File: src/rtl/stmc_pkg.sv
package stmc_pkg;

    // Field widths
    localparam int unsigned DATA_W = 32;
    localparam int unsigned POS_W  = 10;
    localparam int unsigned HITS_W = 32;

    // Saturation point of the hit counter
    localparam logic [HITS_W-1:0] HIT_MAX = {HITS_W{1'b1}};

    // Operation codes; code 3 is unused and ignored
    typedef enum logic [1:0] {
        OP_CLEAR  = 2'd0,
        OP_INSERT = 2'd1,
        OP_QUERY  = 2'd2
    } t_op;

    // Sequencer states
    typedef enum logic [1:0] {
        ST_IDLE,
        ST_SHIFT,
        ST_COMPARE,
        ST_SEARCH
    } t_state;

    // Control broadcast to every cell of the row
    typedef struct packed {
        logic shift_en;   // sorted insert: shift the suffix right by one
        logic cmp_en;     // capture equal / less-than flags for a query
    } t_cell_ctrl;

endpackage

File: src/rtl/stmc_cell.sv
module stmc_cell #(
    parameter int unsigned INDEX = 0,
    parameter int unsigned CNT_W = 11
) (
    input  logic                                i_clk,
    input  stmc_pkg::t_cell_ctrl                i_ctrl,
    input  logic signed [stmc_pkg::DATA_W-1:0]  i_value,
    input  logic [CNT_W-1:0]                    i_count,
    input  logic signed [stmc_pkg::DATA_W-1:0]  i_prev_value,
    input  logic                                i_prev_vlt,
    output logic signed [stmc_pkg::DATA_W-1:0]  o_value,
    output logic                                o_vlt,
    output logic                                o_flag_eq,
    output logic                                o_flag_vlt
);

    logic signed [stmc_pkg::DATA_W-1:0] r_entry;
    logic signed [stmc_pkg::DATA_W-1:0] n_entry;
    logic                               r_flag_eq;
    logic                               r_flag_vlt;
    logic                               w_vlt;
    logic                               w_eq;
    logic                               w_in_use;
    logic                               w_at_end;

    // Local compare against the broadcast value
    assign w_vlt    = (i_value < r_entry);
    assign w_eq     = (i_value == r_entry);
    assign w_in_use = (i_count > CNT_W'(INDEX));
    assign w_at_end = (i_count == CNT_W'(INDEX));

    // Sorted insert: cells past the slot take the left neighbor,
    // the slot cell takes the new value (after any equal entries)
    always_comb begin
        n_entry = r_entry;
        if (i_ctrl.shift_en && (w_in_use || w_at_end)) begin
            if (i_prev_vlt) begin
                n_entry = i_prev_value;
            end else if (w_at_end || w_vlt) begin
                n_entry = i_value;
            end
        end
    end

    always_ff @(posedge i_clk) begin
        r_entry <= n_entry;
        if (i_ctrl.cmp_en) begin
            r_flag_eq  <= w_eq;
            r_flag_vlt <= w_vlt;
        end
    end

    assign o_value    = r_entry;
    assign o_vlt      = w_vlt;
    assign o_flag_eq  = r_flag_eq;
    assign o_flag_vlt = r_flag_vlt;

endmodule
File: config.mk
export PLATFORM = sky130hd
export DESIGN_NAME = stmc_cell
export DESIGN_NICKNAME = d
export VERILOG_FILES = /design/src/rtl/stmc_pkg.sv /design/src/rtl/stmc_cell.sv
export SDC_FILE = /design/constraint.sdc
export NUM_CORES = 1
export LEC_CHECK = 0
export BUFFER_PORTS_ARGS = -buffer_cell sky130_fd_sc_hd__buf_2
export CAP_MARGIN = 20
export CORE_MARGIN = 2
export CORE_UTILIZATION = 46
export DETAILED_ROUTE_END_ITERATION = 8
export GPL_TIMING_DRIVEN = 1
export PLACE_DENSITY_LB_ADDON = 0.2
export SYNTH_ARGS = -nofsm -noshare
export SYNTH_HDL_FRONTEND = slang
export SYNTH_SLANG_ARGS = --single-unit
File: constraint.sdc
create_clock -name i_clk -period 4.8 [get_ports i_clk]
set_clock_uncertainty 0.05 [all_clocks]
set_input_delay 1.44 -clock i_clk [delete_from_list [all_inputs] [get_ports i_clk]]
set_output_delay 1.44 -clock i_clk [all_outputs]
set_load 0.005 [all_outputs]
==> summary.txt <==
Clock tree
  – Clock Tree Root: clkbuf_8
  – Clock-pin slew on the worst setup and hold paths: 70 ps
  – Worst-skew pair later-pin latency: 280 ps
  – Hold-fix buffers, CTS: 0
  – CTS buffer count: 5
  – CTS tree: yes
  – H-tree lvl count: 2
  – CTS Sinks: 34
  – Max clock buf depth: 2

Floorplan
  – Die Height: 74.2 microns
  – Total Die Area: 5510 sq um
  – Die width: 74.2 microns
  – Starting Density: 0.477
  – Ports: 114
  – Core area: 4750 sq um
  – Row count: 25

Routing
  – Remaining DRCs: 0
  – Routed len/inst: 13.0 microns
  – Vias post-DR: 1878
  – DR iter-0 viols: 48
  – ANT nets after route: 0
  – Via density: 4.93
  – WL final: 4940 microns
  – Total iterations of the first detailed-routing run: 4

Cells and area
  – Most frequent cells in the layout: 113 x buf_2, 34 x edfxtp_1, 32 x inv_1, 32 x ha_1, 31 x mux2_2
  – Syn-to-layout area delta: 33.3%
  – Share of layout cells above drive strength 1: 0.503
  – Commonest non-fill, non-tap cell in the layout: buf_2
  – Ant diodes: 0
  – # nets final: 424

Worst setup path
  – Stages on the worst setup path: 8
  – FF-to-FF Start: o_value[17]
  – Worst setup path start: i_value[14]
  – Max FO, Critical Path: 4
  – Crit-path most repeated cell: buf_2
  – Crit-path cells: buf_2 > ha_1 > nand4_1 > a2111o_1 > a31oi_1 > nor2_1 > xnor2_1 > buf_2
  – Reg2reg path depth: 9
  – Worst EP required: 3310 ps
  – Crit start category: primary input
  – Crit path capture type: output port
  – Crit path kind: in2out
  – R2R Setup Slk: 2180 ps
  – CP top delay family: compound AO/OA/AOI/OAI gates
  – Crit path buffers/inverters: 2
  – Slowest stage delay, CP: 440 ps
  – Worst flop-to-flop path endpoint: o_value[21]
  – CP arrival: 3100 ps
  – CP Capture Point: o_vlt
  – Slowest stage cell on the critical path: a2111o_1

Timing
  – F_max: 218 MHz
  – RSZ-0062 raised after global routing: false
  – Slew Limit Fails: 0
  – # setup viols final: 0
  – Final hold vios: 0
  – Min Tclk post-route: 4590 ps
  – Setup_tns: 0 ps
  – Period utilisation layout: 0.957
  – Slew HR: 0.496
  – Slew of the pin with the lowest slew margin: 756 ps

Logic synthesis
  – Synth Net Count: 304
  – Synth Flop Type: edfxtp_1
  – Post-Synthesis Mean Instance Area: 11.8 sq um
  – Distinct cells, synth: 30
  – Synth Cell Area: 2270 sq um
  – Seq cells post-synth: 34
  – Seq/Total Area, Yosys: 0.450
  – Post-synth ARST share: 0
  – Number of synthesized flops with an enable pin: 34
  – Synth Instances: 193
  – Ys Warns: 0

Power
  – Cell Pwr Density: 261 nW/um^2
  – Lkg Pwr: 1.48 nW
  – Overall power: 0.788 mW
  – Max IR drop VDD: 0.000136 V

Place
  – IO buf count: 113
  – GPL Wtd Cong: 0.775
  – DP HPWL: 4040 microns

Global routing
  – Vias in the first global route: 1803
  – Initial antenna violation count: 0
  – Overflow after GRT: 0
  – First-pass GRT wire length: 7920 microns
  – Largest net degree at the start of global routing: 35
  – GRT Total Usage: 0.189

Status
  – Outcome: complete, no violations

Flow run
  – # Max-Cap Violations: 0

Worst hold path
  – Hold Path Class: reg2reg
-- worst register-to-register path: cells and delay by family, from the launching register on --
kind	cells	cell delay [ps]
compound gates	4	830
simple gates	2	540
flops	1	370
buf+inv	2	310
fa+ha+maj	1	240
-- cells by family after synthesis --
| group | share of synthesized area |
|---|---|
| buf+inv | 0.0596 |
| simple gates | 0.0833 |
| flops | 0.450 |
| fa+ha+maj | 0.177 |
| mux | 0.154 |
| compound gates | 0.0728 |
| xor+xnor | 0.00386 |
-- what timing repair did --
item	CTS	global route
buffers inserted	0	0
endpoints found under the setup margin	0	1
gates resized for setup	0	1
-- worst min-delay path by stage --
stage,from,endpoint,slack [ps],cells after the start
2_1_floorplan,o_value[16],o_flag_eq,790,4
3_3_place_gp,o_value[16],o_flag_eq,860,4
3_5_place_dp,o_value[16],o_flag_eq,850,4
4_1_cts,o_value[16],o_flag_eq,870,4
5_1_grt,o_value[16],o_flag_eq,900,4
6_report,o_value[16],o_flag_eq,850,4
-- per-stage QoR --
stage                     hold slack, ps  std cells  worst slack (ps)  utilization  area (sq um)
after floorplan                      795        193               403            -          2270
after global placement               857        373               151        0.617          2930
after detailed placement             852        373               137        0.617          2930
after CTS                            871        381               134        0.634          3010
after global routing                 900        381              1.09        0.636          3020
final                                854        381               207        0.636          3020
-- report_power, final --
| group | internal, mW | leakage [nW] | switching (mW) | total [mW] |
|---|---|---|---|---|
| Clock | 0.0997 | 0.0426 | 0.104 | 0.203 |
| Combinational | 0.105 | 1.11 | 0.103 | 0.208 |
| Sequential | 0.365 | 0.327 | 0.0119 | 0.377 |
| Total | 0.570 | 1.48 | 0.218 | 0.788 |
-- routing by layer --
metal	share of wire	track usage	vias to the layer above	routed length, microns
met5	0	0	-	0
met4	0.0047	0.0476	0	23
met3	0.076	0.0556	2	377
met2	0.48	0.314	73	2360
met1	0.44	0.245	849	2180
li1	-	-	954	-
-- cell usage after synthesis (all sizes together) (2+ instances only) --
| master | n | area [sq um] |
|---|---|---|
| edfxtp | 34 | 1020 |
| ha | 32 | 400 |
| inv | 32 | 120 |
| mux2 | 31 | 349 |
| a21oi | 11 | 55.1 |
| nand2 | 8 | 30.0 |
| nand4 | 7 | 43.8 |
| nor2 | 5 | 18.8 |
| clkbuf | 4 | 15.0 |
| nand3 | 4 | 20.0 |
| o21ai | 4 | 20.0 |
| nor4 | 3 | 25.0 |
| a31oi | 2 | 12.5 |
| o211ai | 2 | 20.0 |
-- flip-flops by register name (all words and copies together) (netlist names) --
signal      cells
o_value        32
o_flag_eq       1
o_flag_vlt      1
-- cell type report --
class,count,area (sq um)
Multi-Input combinational cell,123,1120
Fill cell,409,1730
Clock buffer,6,72.6
Sequential cell,34,1020
Tap cell,67,83.8
Inverter,32,120
Timing Repair Buffer,117,596
Clock inverter,2,8.76
Note: power is estimated with default switching activity, not from simulation.
